===== src/rtl/cbor_ihd_pkg.sv =====
`timescale 1ns / 1ps
// ----------------------------------------------------------------------------
// cbor_ihd_pkg
// Shared types and constants for the CBOR item head decoder.
// ----------------------------------------------------------------------------
package cbor_ihd_pkg;

    typedef enum logic [1:0] {
        PH_HEAD    = 2'd0,
        PH_ARG     = 2'd1,
        PH_PAYLOAD = 2'd2,
        PH_ERROR   = 2'd3
    } phase_t;

    typedef enum logic [3:0] {
        EV_UINT      = 4'd0,
        EV_NEGINT    = 4'd1,
        EV_BYTES     = 4'd2,
        EV_TEXT      = 4'd3,
        EV_PAYLOAD   = 4'd4,
        EV_ARRAY     = 4'd5,
        EV_MAP       = 4'd6,
        EV_TAG       = 4'd7,
        EV_SIMPLE    = 4'd8,
        EV_FALSE     = 4'd9,
        EV_TRUE      = 4'd10,
        EV_NULL      = 4'd11,
        EV_UNDEFINED = 4'd12,
        EV_EXTSPEC   = 4'd13,
        EV_ERROR     = 4'd14
    } event_kind_t;

    localparam logic ERR_BAD_INFO   = 1'b0;
    localparam logic ERR_LONG_LENGTH = 1'b1;

    localparam logic [2:0] MT_UINT   = 3'd0;
    localparam logic [2:0] MT_NEGINT = 3'd1;
    localparam logic [2:0] MT_BYTES  = 3'd2;
    localparam logic [2:0] MT_TEXT   = 3'd3;
    localparam logic [2:0] MT_ARRAY  = 3'd4;
    localparam logic [2:0] MT_MAP    = 3'd5;
    localparam logic [2:0] MT_TAG    = 3'd6;

    localparam logic [4:0] AI_IMM_MAX  = 5'h17;
    localparam logic [4:0] AI_ARG8_MAX = 5'h1B;
    localparam logic [4:0] AI_FALSE    = 5'h14;

    typedef struct packed {
        phase_t      phase;
        logic [2:0]  major;
        logic [3:0]  bytes_left;
        logic [3:0]  arg_width;
        logic [63:0] acc;
    } head_state_t;

    typedef struct packed {
        event_kind_t kind;
        logic [63:0] argument;
        logic        wide;
        logic [3:0]  size;
        logic [7:0]  pbyte;
        logic        last;
        logic        err;
    } head_event_t;

endpackage


===== src/rtl/cbor_item_head_decoder.sv =====
`timescale 1ns / 1ps
// ----------------------------------------------------------------------------
// cbor_item_head_decoder
// Streaming CBOR item head decoder: one encoded byte in, at most one event out.
// ----------------------------------------------------------------------------
// Usage:
//   s_axis carries the encoded stream, one byte per transaction in tdata[7:0].
//   m_axis carries decoded events. tuser holds the event kind and error code,
//   tdata the argument and its attributes, tlast marks the final payload byte
//   of a byte or text string.
//   Each byte passes an input register and then the decode logic, which
//   updates the head state and loads the result register that drives
//   m_axis_tvalid. Bytes that complete no event (argument bytes still
//   pending, or any byte after an error) leave no transaction.
//   Throughput is one byte per cycle while m_axis does not stall, bounded by
//   the update of the argument accumulator and payload counter.
//   When m_axis stalls with an event held, the byte in the input register
//   waits and s_axis_tready drops; nothing is lost.
//   Reset clears the pipeline and returns the decoder to waiting for a head
//   byte. An error event latches the decoder until the next reset.
// ----------------------------------------------------------------------------
module cbor_item_head_decoder #(
    parameter int LENGTH_BITS = 32
) (
    input  logic        clk,
    input  logic        rst_n,

    input  logic        s_axis_tvalid,
    output logic        s_axis_tready,
    input  logic [7:0]  s_axis_tdata,   // [7:0] data_byte

    output logic        m_axis_tvalid,
    input  logic        m_axis_tready,
    output logic [79:0] m_axis_tdata,   // [63:0] argument, [64] wide_integer,
                                        // [68:65] argument_size,
                                        // [76:69] payload_byte, [79:77] zero
    output logic [4:0]  m_axis_tuser,   // [3:0] event_kind, [4] error_code
    output logic        m_axis_tlast    // last_payload
);

    logic                       in_valid_reg;
    logic [7:0]                 in_byte_reg;
    cbor_ihd_pkg::head_state_t  state_reg;
    cbor_ihd_pkg::head_state_t  state_next;
    logic [LENGTH_BITS-1:0]     payload_left_reg;
    logic [LENGTH_BITS-1:0]     payload_left_next;
    logic                       out_valid_reg;
    logic                       out_valid_next;
    cbor_ihd_pkg::head_event_t  out_event_reg;
    cbor_ihd_pkg::head_event_t  event_next;
    logic                       emit;
    logic                       advance;

    assign advance        = in_valid_reg && (!out_valid_reg || m_axis_tready);
    assign s_axis_tready  = !in_valid_reg || advance;
    assign out_valid_next = (advance && emit) || (out_valid_reg && !m_axis_tready);

    cbor_ihd_decode #(
        .LENGTH_BITS (LENGTH_BITS)
    ) u_decode (
        .state             (state_reg),
        .payload_left      (payload_left_reg),
        .data_byte         (in_byte_reg),
        .state_next        (state_next),
        .payload_left_next (payload_left_next),
        .emit              (emit),
        .event_out         (event_next)
    );

    always_ff @(posedge clk or negedge rst_n)
    begin
        if (!rst_n)
        begin
            in_valid_reg       <= 1'b0;
            out_valid_reg      <= 1'b0;
            state_reg.phase    <= cbor_ihd_pkg::PH_HEAD;
            state_reg.major    <= 3'd0;
            state_reg.bytes_left <= 4'd0;
            state_reg.arg_width  <= 4'd0;
            state_reg.acc      <= 64'd0;
            payload_left_reg   <= '0;
        end
        else
        begin
            if (s_axis_tready)
            begin
                in_valid_reg <= s_axis_tvalid;
            end
            out_valid_reg <= out_valid_next;
            if (advance)
            begin
                state_reg        <= state_next;
                payload_left_reg <= payload_left_next;
            end
        end
    end

    always_ff @(posedge clk)
    begin
        if (s_axis_tready)
        begin
            in_byte_reg <= s_axis_tdata;
        end
        if (advance && emit)
        begin
            out_event_reg <= event_next;
        end
    end

    assign m_axis_tvalid = out_valid_reg;
    assign m_axis_tdata  = {3'd0, out_event_reg.pbyte, out_event_reg.size,
                            out_event_reg.wide, out_event_reg.argument};
    assign m_axis_tuser  = {out_event_reg.err, out_event_reg.kind};
    assign m_axis_tlast  = out_event_reg.last;

    property p_error_latched;
        @(posedge clk) disable iff (!rst_n)
        state_reg.phase == cbor_ihd_pkg::PH_ERROR |=>
            state_reg.phase == cbor_ihd_pkg::PH_ERROR;
    endproperty
    a_error_latched: assert property (p_error_latched)
        else $error("decoder left the error phase without reset");

    property p_last_is_payload;
        @(posedge clk) disable iff (!rst_n)
        out_valid_reg && out_event_reg.last |->
            out_event_reg.kind == cbor_ihd_pkg::EV_PAYLOAD;
    endproperty
    a_last_is_payload: assert property (p_last_is_payload)
        else $error("tlast on a non-payload event");

    property p_arg_pending;
        @(posedge clk) disable iff (!rst_n)
        state_reg.phase == cbor_ihd_pkg::PH_ARG |-> state_reg.bytes_left != 4'd0;
    endproperty
    a_arg_pending: assert property (p_arg_pending)
        else $error("argument phase with no bytes left");

    property p_payload_pending;
        @(posedge clk) disable iff (!rst_n)
        state_reg.phase == cbor_ihd_pkg::PH_PAYLOAD |-> payload_left_reg != '0;
    endproperty
    a_payload_pending: assert property (p_payload_pending)
        else $error("payload phase with zero bytes left");

endmodule


===== src/rtl/cbor_ihd_decode.sv =====
`timescale 1ns / 1ps
// ----------------------------------------------------------------------------
// cbor_ihd_decode
// Next-state and event logic for one stream byte of the head decoder.
// ----------------------------------------------------------------------------
module cbor_ihd_decode #(
    parameter int LENGTH_BITS = 32
) (
    input  cbor_ihd_pkg::head_state_t  state,
    input  logic [LENGTH_BITS-1:0]     payload_left,
    input  logic [7:0]                 data_byte,
    output cbor_ihd_pkg::head_state_t  state_next,
    output logic [LENGTH_BITS-1:0]     payload_left_next,
    output logic                       emit,
    output cbor_ihd_pkg::head_event_t  event_out
);

    logic [4:0]              ai;
    logic [63:0]             acc_shift;
    logic                    do_finish;
    logic [2:0]              fin_major;
    logic [63:0]             fin_value;
    logic [3:0]              fin_size;
    logic [LENGTH_BITS-1:0]  payload_dec;

    assign ai          = data_byte[4:0];
    assign acc_shift   = {state.acc[55:0], data_byte};
    assign payload_dec = payload_left - LENGTH_BITS'(1);

    always_comb
    begin
        state_next          = state;
        payload_left_next   = payload_left;
        emit                = 1'b0;
        event_out           = '0;
        event_out.kind      = cbor_ihd_pkg::EV_UINT;
        do_finish           = 1'b0;
        fin_major           = state.major;
        fin_value           = acc_shift;
        fin_size            = state.arg_width;

        case (state.phase)
            cbor_ihd_pkg::PH_HEAD:
            begin
                state_next.major = data_byte[7:5];
                fin_major        = data_byte[7:5];
                if (ai <= cbor_ihd_pkg::AI_IMM_MAX)
                begin
                    do_finish = 1'b1;
                    fin_value = {59'd0, ai};
                    fin_size  = 4'd0;
                end
                else if (ai <= cbor_ihd_pkg::AI_ARG8_MAX)
                begin
                    state_next.arg_width  = 4'd1 << ai[1:0];
                    state_next.bytes_left = 4'd1 << ai[1:0];
                    state_next.acc        = '0;
                    state_next.phase      = cbor_ihd_pkg::PH_ARG;
                end
                else
                begin
                    state_next.phase   = cbor_ihd_pkg::PH_ERROR;
                    emit               = 1'b1;
                    event_out.kind     = cbor_ihd_pkg::EV_ERROR;
                    event_out.argument = {59'd0, ai};
                    event_out.err      = cbor_ihd_pkg::ERR_BAD_INFO;
                end
            end
            cbor_ihd_pkg::PH_ARG:
            begin
                state_next.acc = acc_shift;
                if (state.bytes_left != 4'd0)
                begin
                    state_next.bytes_left = state.bytes_left - 4'd1;
                end
                if (state.bytes_left <= 4'd1)
                begin
                    do_finish = 1'b1;
                end
            end
            cbor_ihd_pkg::PH_PAYLOAD:
            begin
                emit            = 1'b1;
                event_out.kind  = cbor_ihd_pkg::EV_PAYLOAD;
                event_out.pbyte = data_byte;
                if (payload_left != '0)
                begin
                    payload_left_next = payload_dec;
                end
                if (payload_left <= LENGTH_BITS'(1))
                begin
                    event_out.last   = 1'b1;
                    state_next.phase = cbor_ihd_pkg::PH_HEAD;
                end
            end
            default:
            begin
                state_next.phase = cbor_ihd_pkg::PH_ERROR;
            end
        endcase

        if (do_finish)
        begin
            emit               = 1'b1;
            state_next.phase   = cbor_ihd_pkg::PH_HEAD;
            event_out.argument = fin_value;
            event_out.size     = fin_size;
            case (fin_major)
                cbor_ihd_pkg::MT_UINT, cbor_ihd_pkg::MT_NEGINT:
                begin
                    event_out.kind = (fin_major == cbor_ihd_pkg::MT_UINT) ?
                                     cbor_ihd_pkg::EV_UINT : cbor_ihd_pkg::EV_NEGINT;
                    event_out.wide = |fin_value[63:31];
                end
                cbor_ihd_pkg::MT_BYTES, cbor_ihd_pkg::MT_TEXT,
                cbor_ihd_pkg::MT_ARRAY, cbor_ihd_pkg::MT_MAP:
                begin
                    if (fin_size == 4'd8 || (fin_value >> LENGTH_BITS) != 64'd0)
                    begin
                        state_next.phase = cbor_ihd_pkg::PH_ERROR;
                        event_out.kind   = cbor_ihd_pkg::EV_ERROR;
                        event_out.err    = cbor_ihd_pkg::ERR_LONG_LENGTH;
                    end
                    else
                    begin
                        case (fin_major)
                            cbor_ihd_pkg::MT_BYTES: event_out.kind = cbor_ihd_pkg::EV_BYTES;
                            cbor_ihd_pkg::MT_TEXT:  event_out.kind = cbor_ihd_pkg::EV_TEXT;
                            cbor_ihd_pkg::MT_ARRAY: event_out.kind = cbor_ihd_pkg::EV_ARRAY;
                            default:                event_out.kind = cbor_ihd_pkg::EV_MAP;
                        endcase
                        if (fin_major == cbor_ihd_pkg::MT_BYTES ||
                            fin_major == cbor_ihd_pkg::MT_TEXT)
                        begin
                            payload_left_next = fin_value[LENGTH_BITS-1:0];
                            if (fin_value[LENGTH_BITS-1:0] != '0)
                            begin
                                state_next.phase = cbor_ihd_pkg::PH_PAYLOAD;
                            end
                        end
                    end
                end
                cbor_ihd_pkg::MT_TAG:
                begin
                    event_out.kind = cbor_ihd_pkg::EV_TAG;
                end
                default:
                begin
                    if (fin_size != 4'd0)
                    begin
                        event_out.kind = cbor_ihd_pkg::EV_EXTSPEC;
                    end
                    else if (fin_value[4:0] < cbor_ihd_pkg::AI_FALSE)
                    begin
                        event_out.kind = cbor_ihd_pkg::EV_SIMPLE;
                    end
                    else
                    begin
                        case (fin_value[1:0])
                            2'd0:    event_out.kind = cbor_ihd_pkg::EV_FALSE;
                            2'd1:    event_out.kind = cbor_ihd_pkg::EV_TRUE;
                            2'd2:    event_out.kind = cbor_ihd_pkg::EV_NULL;
                            default: event_out.kind = cbor_ihd_pkg::EV_UNDEFINED;
                        endcase
                    end
                end
            endcase
        end
    end

endmodule


===== config.mk =====
export PLATFORM = sky130hd
export DESIGN_NAME = cbor_item_head_decoder
export DESIGN_NICKNAME = d
export VERILOG_FILES = /design/src/rtl/cbor_ihd_pkg.sv /design/src/rtl/cbor_item_head_decoder.sv /design/src/rtl/cbor_ihd_decode.sv
export SDC_FILE = /design/constraint.sdc
export NUM_CORES = 1
export LEC_CHECK = 0
export BUFFER_PORTS_ARGS = -buffer_cell sky130_fd_sc_hd__buf_2
export CORE_ASPECT_RATIO = 1.2
export CORE_MARGIN = 2
export CORE_UTILIZATION = 53
export DETAILED_ROUTE_END_ITERATION = 16
export GPL_TIMING_DRIVEN = 0
export PLACE_DENSITY = 0.76
export SLEW_MARGIN = 20
export SYNTH_ARGS = -nofsm -noshare
export SYNTH_HDL_FRONTEND = slang
export SYNTH_SLANG_ARGS = --single-unit

===== constraint.sdc =====
create_clock -name clk -period 5.5 [get_ports clk]
set_clock_uncertainty 0.05 [all_clocks]
set_input_delay 1.1 -clock clk [delete_from_list [all_inputs] [get_ports clk]]
set_output_delay 1.1 -clock clk [all_outputs]
set_load 0.05 [all_outputs]

[Yosys cells after proc, flatten, opt, wreduce, memory -nomap -nowiden]
Cells that the tools add are included.
Storage, ports and cells
  word-level logic and storage cells: 118
  bits in registers: 194
Cells by class
  reduce and logical (&&, ||, !) cells: 29
  order comparisons: 5
  shifts and indexed selects: 1
  bitwise operators: 1
  equal/unequal tests: 17
  multiplexer cells: 47
  $add $sub $neg: 2
Operators with widths (count)
  $mux W32: 6
  $mux W64: 3
  $mux W72: 2
  $mux W68: 2
  $pmux W56 S2: 1
  $mux W73: 1
  $reduce_bool A32 Y1: 2
  $reduce_bool A64 Y1: 1
  $reduce_or A33 Y1: 1
  $le A32 B1 Y1 const B: 1
  $sub A32 B1 Y32 const B: 1
  $mux W4: 6
  $pmux W3 S3: 2
  $mux W2: 8
  $pmux W4 S2: 2
  $pmux W4 S3: 1
  $reduce_and A4 Y1: 3
  $le A5 B5 Y1 const B: 2
  $eq A3 B3 Y1 const B: 3
  $mux W1: 9
  $reduce_bool A4 Y1: 2
  $eq A3 B2 Y1 const B: 2
  $ne A2 B1 Y1 const B: 3
  $pmux W2 S3: 1
  24 further kinds: 37

[Logic depth before layout (Yosys ltp)]
Gate-level depths: netlist (run 1).
  word-level depth: 9
  depth in mapped cells: 10
  gate-level depth less buffers: 8

[Modules after synthesis]
From an unflattened synthesis (run 1), not the netlist that was laid out.
Second synthesis, totals
  cells, all modules: 826
  area, all modules: 10062.2 um^2
Modules (own cells, without submodules)
  cbor_item_head_decoder: cells an instance 334, times used 1, area each 6921.6 um^2
  cbor_ihd_decode: cells an instance 492, times used 1, area each 3140.5 um^2

[Worst setup path after synthesis (run 1)]
No wires, ideal clock.
  kind: input-to-reg
  start: in m_axis_tready
  end: reg out_event_reg (netlist bit m_axis_tdata[0]) (enable)
  stages on the path: 6
  data required time: 4.925 ns
  arrival time: 5.399 ns
  slack: -0.474 ns
  cell sequence: nand2b_1 > nand2_1 > clkbuf_1 > clkbuf_1 > buf_1 > nor2_1
On the way
  word-level cells in the longest chain between the ends: 3
RTL lines
  start: declaration: RTL line cbor_item_head_decoder.sv:33  | input logic m_axis_tready,
  $logic_or A1 B1 Y1: RTL line cbor_item_head_decoder.sv:54  | assign advance = in_valid_reg && (!out_valid_reg || m_axis_tready);
  $logic_and A1 B1 Y1: RTL line cbor_item_head_decoder.sv:54
  $logic_and A1 B1 Y1: RTL line cbor_item_head_decoder.sv:104  | if (advance && emit)
  end signal: assignment: RTL line cbor_item_head_decoder.sv:106  | out_event_reg <= event_next;
  end: declaration: RTL line cbor_item_head_decoder.sv:49  | cbor_ihd_pkg::head_event_t out_event_reg;
No other way between the ends.
A chain may end at the register's enable or synchronous reset.

[Worst setup path in the final report (run 1)]
  start: in m_axis_tready
  end: reg out_event_reg (netlist bit m_axis_tdata[16]) (enable)
Same word-level chain as after synthesis.

==> results of run 1 <==
[cell type report]
class	count	area [sq um]
Clock inverter	12	113
Clock buffer	20	468
Fill cell	1355	6350
Buffer	51	238
Sequential cell	194	5310
Multi-Input combinational cell	570	3420
Tap cell	216	270
Timing Repair Buffer	99	554
Inverter	18	67.6
[critical path, cell delays in order]
cell and delay [ns]:
buf_2 0.10, nand2b_1 0.15, nand2_1 0.28, clkbuf_1 0.46, clkbuf_1 0.46, buf_1 0.61
nor2_4 0.32, buf_12 0.26, buf_12 0.18
[where the power goes]
group	switching (uW)	leakage, uW	total [uW]	internal, uW
combinational	2000	0.00169	2750	754
sequential	397	0.00223	2460	2060
clock	571	0.000284	1210	636
total	2970	0.00420	6420	3450
[final timing paths]
| kind | start | end | slack, ns | cells past startpoint |
|---|---|---|---|---|
| setup / recovery | m_axis_tready | m_axis_tdata[16]$_SDFFCE_PN0P_ | 1.66 | 9 |
| hold / removal | state_reg[72]$_DFFE_PN0P_ | state_reg[72]$_DFFE_PN0P_ | 0.46 | 1 |
| setup reg to reg | in_byte_reg[0]$_DFFE_PP_ | m_axis_tdata[16]$_SDFFCE_PN0P_ | 1.80 | 8 |
| hold reg to reg | state_reg[72]$_DFFE_PN0P_ | state_reg[72]$_DFFE_PN0P_ | 0.46 | 1 |
| max in group asynchronous | rst_n | state_reg[52]$_DFFE_PN0P_ | 4.25 | 2 |
| min in group asynchronous | rst_n | payload_left_reg[28]$_DFFE_PN0P_ | 0.50 | 1 |
[metal layers]
layer | wire length [um] | track usage
met4 | 767 | 0.107
met1 | 9180 | 0.339
met2 | 11100 | 0.425
met3 | 1380 | 0.0485
met5 | 0 | 0
[cells in the final DEF (no fill, tap or decap), types with 4 or more instances in the layout]
cell,count
a21oi_1,18
a22o_1,5
a22oi_1,11
a32o_1,5
a32oi_1,4
and2_1,72
buf_2,108
buf_4,8
clkbuf_1,30
clkbuf_16,18
dfrtp_1,103
edfxtp_1,91
ha_1,10
inv_1,17
inv_6,5
mux2_2,8
mux2i_1,4
nand2_1,128
nand2b_1,6
nand3_1,14
nand4_1,5
nor2_1,39
nor3_1,19
nor4_1,27
o211ai_1,6
o21a_1,5
o21ai_0,80
o21ai_1,4
o2bb2ai_1,14
o311ai_0,4
o31ai_1,7
or3_1,8
[stage by stage]
step,util,TNS [ns]
floorplan,-,0
global placement,0.583,-42.70
detailed placement,0.587,0
CTS,0.622,0
global route,0.622,0
finish,0.622,0
[cells by family (layout without fill, tap and decap cells)]
logic type,Yosys count,in the layout,share of synthesized area
buffers and inverters,69,200,0.0338
other,1,3,0.000416
adders and majority gates,10,10,0.0139
AOI/OAI and AO/OA,195,195,0.144
muxes,12,12,0.0144
DFF,194,194,0.589
xor gates and xnor gates,2,2,0.00194
and+or+nand+nor,348,348,0.202
==> reports/metrics.cfg, run 1 <==
[run_status]
run_status = finished, final reports clean

[floorplan]
die_h_um = 147
dieArea_sq_um = 18100
placeableCoreArea_sq_um = 16800
die_width_um = 123
start_util = 0.537
design.portCount = 100
rows = 52

[power]
p_leak_uw = 0.00420
ir_worst_vdd_uv = 302
total_power_uw = 6420
power.density_cell_area_nw_per_um2 = 615

[sta]
hold-worst-slack_ns = 0.458
timing.final.hold_violations = 0
timing.final.max_slew_violations = 0
layout_setup_ws_ns = 1.66
setup_repair_after_global_routing_missed_its_margin = false
maxClockFrequency_mhz = 260
finalCritPeriodShare = 0.698
worstMarginPinSlew_ns = 0.948
timing.slew.headroom = 0.363
setup_viol_count_final = 0
timing.final.crit_period_ns = 3.84

[logic_synthesis]
yosys.cell_count.top_type = nand2_1
synth.ff_latch_count = 194
synth_cell_types = 74
mappedNetlistArea_sq_um = 9020
synth.cells.most_frequent = 128 x nand2_1, 103 x dfrtp_1, 91 x edfxtp_1
ys_async_sr_fraction = 0.531
synth.avg_cell_area_sq_um = 10.9
ys_seq_area_frac = 0.589
synthFlopType = dfrtp_1
synthCells = 831
yosysWarnings = 0
synth-edff-count = 91
synth_top_cells_by_area = edfxtp_1 30%, dfrtp_1 29%, nand2_1 5.3%
yosys.area.top_type_share = 0.303
yosysTopAreaCell = edfxtp_1

[grt]
grt_antenna_before_repair = 0
overall_track_demand_over_capacity_in_global_routing = 0.259
overflow = 0
grt_start_max_net_pins = 72
grt_pass1_vias = 6837
grt_first_pass_wirelength_um = 35900

[setup_path]
path_class = input port to flop
worstPathArrival_ns = 3.98
setup.worst_path.end_class = flop
cp-start-kind = input port
cp.required_ns = 5.64
cp_max_fo = 30

[detailed_routing]
vias_per_cell = 5.98
route.final.wire_length_um = 22500
post_drt_wl_per_cell_um = 19.0
drt.antenna.violating_nets = 0
drtPass1Iterations = 7
initialDrtViolationCount = 778
route.vias.total = 7051
number_of_drc_violations_after_detailed_routing = 0

[cts]
clk_transition_reported_paths_ns = 0.07
cts_repair_resize_count = 0
numCtsBuffers = 17
cts_post_setup_buffers_inserted = 0
clock_tree.buffer_depth = 2
clkSinkCount = 194
tritoncts = done
clock_tree.root_cell = clkbuf_16
holdBufCountCts = 0
clock_latency_ns = 0.43
cts.htree.levels = 4

[final_layout]
antenna_cells = 0
finalNetCount = 973
final_design_area_no_fill_sq_um = 10400
final_layout_size_suffix_gt1_frac = 0.183
largest_register_ff_count = 77
area_overhead_of_the_layout_relative_to_synthesis_pct = 15.7
post_layout_nonfiller_instances = 1180

[flow_run]
max_cap_violations = 0

[place]
placed_cell_area_sq_um = 9860
gpl.final_weighted_congestion = 0.947
dpl_worst_slack_ns = 1.34
detailedPlacementHpwl_um = 15700
placed_cells = 1148
io_buffers = 96

[worst_hold_path]
min_path_type = flop to flop

(Power assumes the default switching activity.)
==> run 2: changes to the inputs <==
==> constraint.sdc (replaced) <==
create_clock -name clk -period 3.3 [get_ports clk]
set_clock_uncertainty 0.05 [all_clocks]
set_input_delay 0.66 -clock clk [delete_from_list [all_inputs] [get_ports clk]]
set_output_delay 0.66 -clock clk [all_outputs]
set_load 0.05 [all_outputs]
==> run 2 against run 1 <==
Net effect:
- global-route usage rose by 0.17 points
- core utilization grew 0.41 points
- clock power up 76%
- largest power group unchanged
- critical path depth stayed put
- setup slack got worse by 1.3 ns
- critical path type unchanged
- power grew 69%
- first-iteration DRC count fell by 11%
- die area stayed put
==> reports/metrics.cfg, run 2 (same netlist as run 1, synthesis figures left out) <==
[floorplan]
rows = 52  ; unchanged
die_h_um = 147  ; unchanged
die_width_um = 123  ; unchanged
dieArea_sq_um = 18100  ; unchanged
placeableCoreArea_sq_um = 16800  ; unchanged
design.portCount = 100  ; unchanged
start_util = 0.537  ; unchanged

[setup_path]
rr_worst_depth = 8  ; unchanged
cp-start-kind = input port  ; unchanged
rrSetupSlack_ns = 0.35  ; was 1.80 ns
path_class = input port to flop  ; unchanged
worstPathArrival_ns = 3.11  ; was 3.98 ns
setup.worst_path.end_class = flop  ; unchanged
cp.required_ns = 3.45  ; was 5.64 ns
critical_path.reg2reg.startpoint = m_axis_tvalid$_DFF_PN0_  ; was in_byte_reg[0]$_DFFE_PP_
cp_max_fo = 31  ; was 30
worst_r2r_endpoint = m_axis_tdata[17]$_SDFFCE_PN0P_  ; was m_axis_tdata[16]$_SDFFCE_PN0P_

[cts]
clock_latency_ns = 0.45  ; was 0.43 ns
clk_transition_reported_paths_ns = 0.07  ; about the same
clock_tree.root_cell = clkbuf_16  ; unchanged
clock_tree.buffer_depth = 2  ; unchanged
tritoncts = done  ; unchanged
clkSinkCount = 194  ; unchanged
cts.htree.levels = 4  ; unchanged
holdBufCountCts = 0  ; unchanged
numCtsBuffers = 17  ; unchanged

[grt]
grt_antenna_before_repair = 0  ; unchanged
grt_first_pass_wirelength_um = 36200  ; was 35900 um
overflow = 0  ; unchanged
grt_start_max_net_pins = 79  ; was 72
overall_track_demand_over_capacity_in_global_routing = 0.261  ; was 0.259
grt_pass1_vias = 6965  ; was 6837

[detailed_routing]
vias_per_cell = 6.02  ; was 5.98
route.vias.total = 7114  ; was 7051
initialDrtViolationCount = 690  ; was 778
number_of_drc_violations_after_detailed_routing = 0  ; unchanged
drt.antenna.violating_nets = 0  ; unchanged
drtPass1Iterations = 5  ; was 7
post_drt_wl_per_cell_um = 19.1  ; was 19.0 um
route.final.wire_length_um = 22600  ; was 22500 um

[power]
power.density_cell_area_nw_per_um2 = 1030  ; was 615 nW/um^2
p_leak_uw = 0.00423  ; was 0.00420 uW
ir_worst_vdd_uv = 451  ; was 302 uV

[sta]
setup_repair_after_global_routing_missed_its_margin = false  ; unchanged
timing.final.max_slew_violations = 0  ; unchanged
timing.final.crit_period_ns = 2.96
finalCritPeriodShare = 0.896
layout_setup_ws_ns = 0.344  ; was 1.66 ns
timing.slew.headroom = 0.337  ; was 0.363
timing.final.hold_violations = 0  ; unchanged
hold-worst-slack_ns = 0.0234  ; was 0.458 ns
maxClockFrequency_mhz = 338
worstMarginPinSlew_ns = 0.987  ; was 0.948 ns
setup_viol_count_final = 0  ; unchanged

[final_layout]
finalNetCount = 975  ; was 973
final_design_area_no_fill_sq_um = 10500  ; was 10400 sq um
final_cell_mix = 128 x nand2_1, 108 x buf_2, 103 x dfrtp_1, 91 x edfxtp_1, 80 x o21ai_0  ; unchanged
largest_register_ff_count = 77  ; unchanged
area_overhead_of_the_layout_relative_to_synthesis_pct = 16.5  ; was 15.7%
final_layout_size_suffix_gt1_frac = 0.186  ; was 0.183
fillerInstances = 1322  ; was 1355
commonest_non_fill_non_tap_cell_in_the_layout = nand2_1  ; unchanged
antenna_cells = 0  ; unchanged

[place]
placed_cell_area_sq_um = 9890  ; was 9860 sq um
io_buffers = 96  ; unchanged
detailedPlacementHpwl_um = 15500  ; was 15700 um
gpl.final_weighted_congestion = 0.939  ; was 0.947
dpl_worst_slack_ns = -0.304  ; was 1.34 ns

[flow_run]
max_cap_violations = 0  ; unchanged

[worst_hold_path]
min_path_type = input port to asynchronous set/reset pin  ; was flop to flop

[run_status]
run_status = finished, final reports clean  ; unchanged

==> run 2: power by group <==
part / switching (uW) / total (uW) / internal [uW]
logic: 3350 / 4640 / 1290
registers: 658 / 4090 / 3430
clock network: 1000 / 2130 / 1130
total: 5010 / 10900 / 5850
==> run 2: stage by stage <==
step / instances / total power [uW] / utilization / setup TNS, ns
floorplan: 833 / 7310 / - / 0
global placement: 1145 / 8510 / 0.583 / -89.17
detailed placement: 1149 / 8690 / 0.589 / -14.69
CTS: 1182 / 10800 / 0.626 / 0
global route: 1182 / 11500 / 0.626 / 0
finish: 1182 / 10900 / 0.626 / 0
==> run 2: cell type report <==
class                           count  area [sq um]  area share
Multi-Input combinational cell    570          3420       0.325
Tap cell                          216           270      0.0257
Sequential cell                   194          5310       0.505
Buffer                             51           239      0.0227
Clock inverter                     14           163      0.0155
Clock buffer                       18           450      0.0429
Inverter                           18          67.6     0.00643
Timing Repair Buffer              101           589      0.0561
==> run 2: metal layers <==
metal / share of wire / track usage / up-vias
li1: - / - / 3280
met1: 0.39 / 0.334 / 3443
met2: 0.51 / 0.439 / 335
met3: 0.068 / 0.0474 / 56
met4: 0.030 / 0.102 / 0
met5: 0 / 0 / -
==> run 2: worst max-delay path by stage <==
stage / start / endpoint / slack [ns] / cells after the start
final: m_axis_tready / m_axis_tdata[17]$_SDFFCE_PN0P_ / 0.34 / 9
after global routing: state_reg[25]$_DFFE_PN0P_ / payload_left_reg[28]$_DFFE_PN0P_ / 0.21 / 8
after CTS: m_axis_tready / m_axis_tdata[20]$_SDFFCE_PN0P_ / 0.14 / 9
after detailed placement: m_axis_tready / m_axis_tdata[20]$_SDFFCE_PN0P_ / -0.30 / 9
after global placement: m_axis_tready / m_axis_tdata[18]$_SDFFCE_PN0P_ / -1.08 / 7
after floorplan: in_byte_reg[0]$_DFFE_PP_ / m_axis_tdata[0]$_DFFE_PP_ / 0.07 / 5
==> run 2: what timing repair did <==
item                                    4_1_cts  5_1_grt
resized for setup                             0        1
buffers inserted                              1        0
cloned                                        0        0
pin swaps                                     1        0
endpoints found under the hold margin         0        0
endpoints found under the setup margin       31       31
==> run 2: critical path: stages <==
cell      delay, ns
buf_2          0.10
nand2b_1       0.15
nand2_1        0.28
clkbuf_1       0.47
clkbuf_1       0.48
clkbuf_2       0.41
nor2_4         0.14
buf_16         0.20
buf_12         0.18
==> run 3: changes to the inputs <==
--- a/config.mk
+++ b/config.mk
@@ -12,6 +12,7 @@
 export DETAILED_ROUTE_END_ITERATION = 16
 export GPL_TIMING_DRIVEN = 0
 export PLACE_DENSITY = 0.76
+export REMOVE_ABC_BUFFERS = 1
 export SLEW_MARGIN = 20
 export SYNTH_ARGS = -nofsm -noshare
 export SYNTH_HDL_FRONTEND = slang
==> run 3 against run 2 <==
Net effect:
- largest cell class unchanged
- register-to-register slack got worse by 0.09 ns
- power shrank 1.2%
- setup slack worse by 0.083 ns
- cell count fell by 4.1%
- sequential cell count did not move
==> reports/metrics.cfg, run 3 (same netlist as run 1, synthesis figures left out) <==
[run_status]
run_status = finished, final reports clean  ; unchanged

[detailed_routing]
route.final.wire_length_um = 20500  ; was 22600 um
drt.antenna.violating_nets = 0  ; unchanged
number_of_drc_violations_after_detailed_routing = 0  ; unchanged
route.vias.total = 6735  ; was 7114
vias_per_cell = 5.94  ; was 6.02
post_drt_wl_per_cell_um = 18.0  ; was 19.1 um
drtPass1Iterations = 6  ; was 5
initialDrtViolationCount = 790  ; was 690

[setup_path]
worst_path_dominant_cell_family = simple AND/OR/NAND/NOR gates  ; was buffers and inverters
cpPeakStageDelay_ns = 0.57  ; was 0.48 ns
cp.required_ns = 3.39  ; was 3.45 ns
cp.buffers_inverters = 2  ; was 6
worstPathArrival_ns = 3.13  ; was 3.11 ns
path_class = flop to flop  ; was input port to flop
setup.worst_path.end_class = flop  ; unchanged
cp-start-kind = flop  ; was input port
crit_path_top_delay_cell = a2111oi_4  ; was clkbuf_1
worstPathCellList = ha_1 -> nand3b_4 -> a2111oi_4 -> nor3_1 -> nor2_4 -> buf_12 -> buf_16  ; was buf_2 -> nand2b_1 -> nand2_1 -> clkbuf_1 -> clkbuf_1 -> clkbuf_2 -> nor2_4 -> buf_16 -> buf_12
cp_max_fo = 26  ; was 31

[place]
io_buffers = 96  ; unchanged
placed_cells = 1101  ; was 1149
gpl.final_weighted_congestion = 0.895  ; was 0.939
detailedPlacementHpwl_um = 13600  ; was 15500 um

[final_layout]
area_overhead_of_the_layout_relative_to_synthesis_pct = 15.0  ; was 16.5%
final_layout_size_suffix_gt1_frac = 0.183  ; was 0.186
finalNetCount = 927  ; was 975
antenna_cells = 0  ; unchanged
final_cell_mix = 127 x nand2_1, 103 x dfrtp_1, 95 x buf_2, 91 x edfxtp_1, 80 x o21ai_0  ; was 128 x nand2_1, 108 x buf_2, 103 x dfrtp_1, 91 x edfxtp_1, 80 x o21ai_0
fillerInstances = 1330  ; was 1322
largest_register_ff_count = 77  ; unchanged
post_layout_nonfiller_instances = 1134  ; was 1182
commonest_non_fill_non_tap_cell_in_the_layout = nand2_1  ; unchanged

[cts]
clkSinkCount = 194  ; unchanged
tritoncts = done  ; unchanged
clock_tree.buffer_depth = 2  ; unchanged
numCtsBuffers = 17  ; unchanged
clock_latency_ns = 0.44  ; was 0.45 ns
clock_tree.root_cell = clkbuf_16  ; unchanged
cts.htree.levels = 4  ; unchanged
clk_transition_reported_paths_ns = 0.08  ; was 0.07 ns

[floorplan]
die_width_um = 123  ; unchanged
dieArea_sq_um = 18100  ; unchanged
rows = 52  ; unchanged
die_h_um = 147  ; unchanged
placeableCoreArea_sq_um = 16800  ; unchanged
design.portCount = 100  ; unchanged
start_util = 0.537  ; unchanged

[power]
ir_worst_vdd_uv = 786  ; was 451 uV
power.density_cell_area_nw_per_um2 = 1030  ; about the same
p_leak_uw = 0.00415  ; was 0.00423 uW
total_power_uw = 10700  ; was 10900 uW

[sta]
timing.final.max_slew_violations = 0  ; unchanged
setup_repair_after_global_routing_missed_its_margin = false  ; unchanged
finalCritPeriodShare = 0.921  ; was 0.896
timing.final.crit_period_ns = 3.04  ; was 2.96 ns
timing.final.hold_violations = 0  ; unchanged
worstMarginPinSlew_ns = 0.859  ; was 0.987 ns
setup_viol_count_final = 0  ; unchanged
timing.slew.headroom = 0.423  ; was 0.337
maxClockFrequency_mhz = 329  ; was 338 MHz

[grt]
grt_antenna_before_repair = 0  ; unchanged
overall_track_demand_over_capacity_in_global_routing = 0.236  ; was 0.261
grt_first_pass_wirelength_um = 33300  ; was 36200 um
overflow = 0  ; unchanged
grt_start_max_net_pins = 79  ; unchanged
grt_pass1_vias = 6435  ; was 6965

[worst_hold_path]
min_path_type = input port to asynchronous set/reset pin  ; unchanged

[flow_run]
max_cap_violations = 0  ; unchanged

==> run 3: area by class of cell <==
cell class | count | area, sq um | share of cell area
Clock inverter | 15 | 195 | 0.0188
Sequential cell | 194 | 5310 | 0.512
Multi-Input combinational cell | 570 | 3440 | 0.331
Inverter | 18 | 67.6 | 0.00652
Clock buffer | 17 | 425 | 0.0410
Timing Repair Buffer | 104 | 664 | 0.0641
Tap cell | 216 | 270 | 0.0261
==> run 3: through the flow <==
stage / setup WS (ns) / util / TNS [ns] / hold WS, ns / cell area (sq um)
after global routing: 0.116 / 0.618 / 0 / 0.0356 / 10400
after floorplan: -2.22 / - / -212.67 / 0.314 / 8790
final: 0.261 / 0.618 / 0 / 0.0279 / 10400
after CTS: 0.108 / 0.618 / 0 / 0.0315 / 10400
after detailed placement: -0.201 / 0.580 / -5.61 / 0.435 / 9740
after global placement: -4.10 / 0.568 / -456.15 / 0.430 / 9540
==> run 3: power by group <==
group	total (uW)	switching (uW)	leakage [uW]	internal, uW
Combinational	4460	3180	0.00163	1280
Clock	2140	982	0.000293	1160
Sequential	4130	697	0.00223	3440
Total	10700	4860	0.00415	5870
==> run 3: worst reg2reg max path: stages (launching register included) <==
cell and delay [ns]:
edfxtp_1 0.50, ha_1 0.29, nand3b_4 0.21, a2111oi_4 0.57
nor3_1 0.18, nor2_4 0.45, buf_12 0.27, buf_16 0.20
==> run 3: path summary, 6_finish.rpt <==
check | startpoint | endpoint | slack [ns] | cells after the start
setup / recovery | in_byte_reg[0]$_DFFE_PP_ | m_axis_tdata[35]$_SDFFCE_PN0P_ | 0.26 | 7
hold / removal | rst_n | state_reg[9]$_DFFE_PN0P_ | 0.03 | 1
setup reg to reg | in_byte_reg[0]$_DFFE_PP_ | m_axis_tdata[35]$_SDFFCE_PN0P_ | 0.26 | 7
hold reg to reg | state_reg[49]$_DFFE_PN0P_ | state_reg[49]$_DFFE_PN0P_ | 0.45 | 2
max in group asynchronous | rst_n | state_reg[67]$_DFFE_PN0P_ | 2.49 | 2
min in group clk | s_axis_tdata[1] | in_byte_reg[1]$_DFFE_PP_ | 0.34 | 1
==> run 3: repair_timing <==
action,4_1_cts,5_1_grt
pin swaps,1,0
hold buffers,0,0
buffers inserted,1,0
setup endpoints to repair,65,10
gates cloned,0,0
gates resized for setup,0,2
==> run 3: layer usage <==
layer,wire length [um],vias up,global-route usage
met5,0,-,0
met4,502,0,0.0892
met3,1230,48,0.0408
met2,10100,284,0.381
met1,8600,3243,0.321
li1,-,3160,-
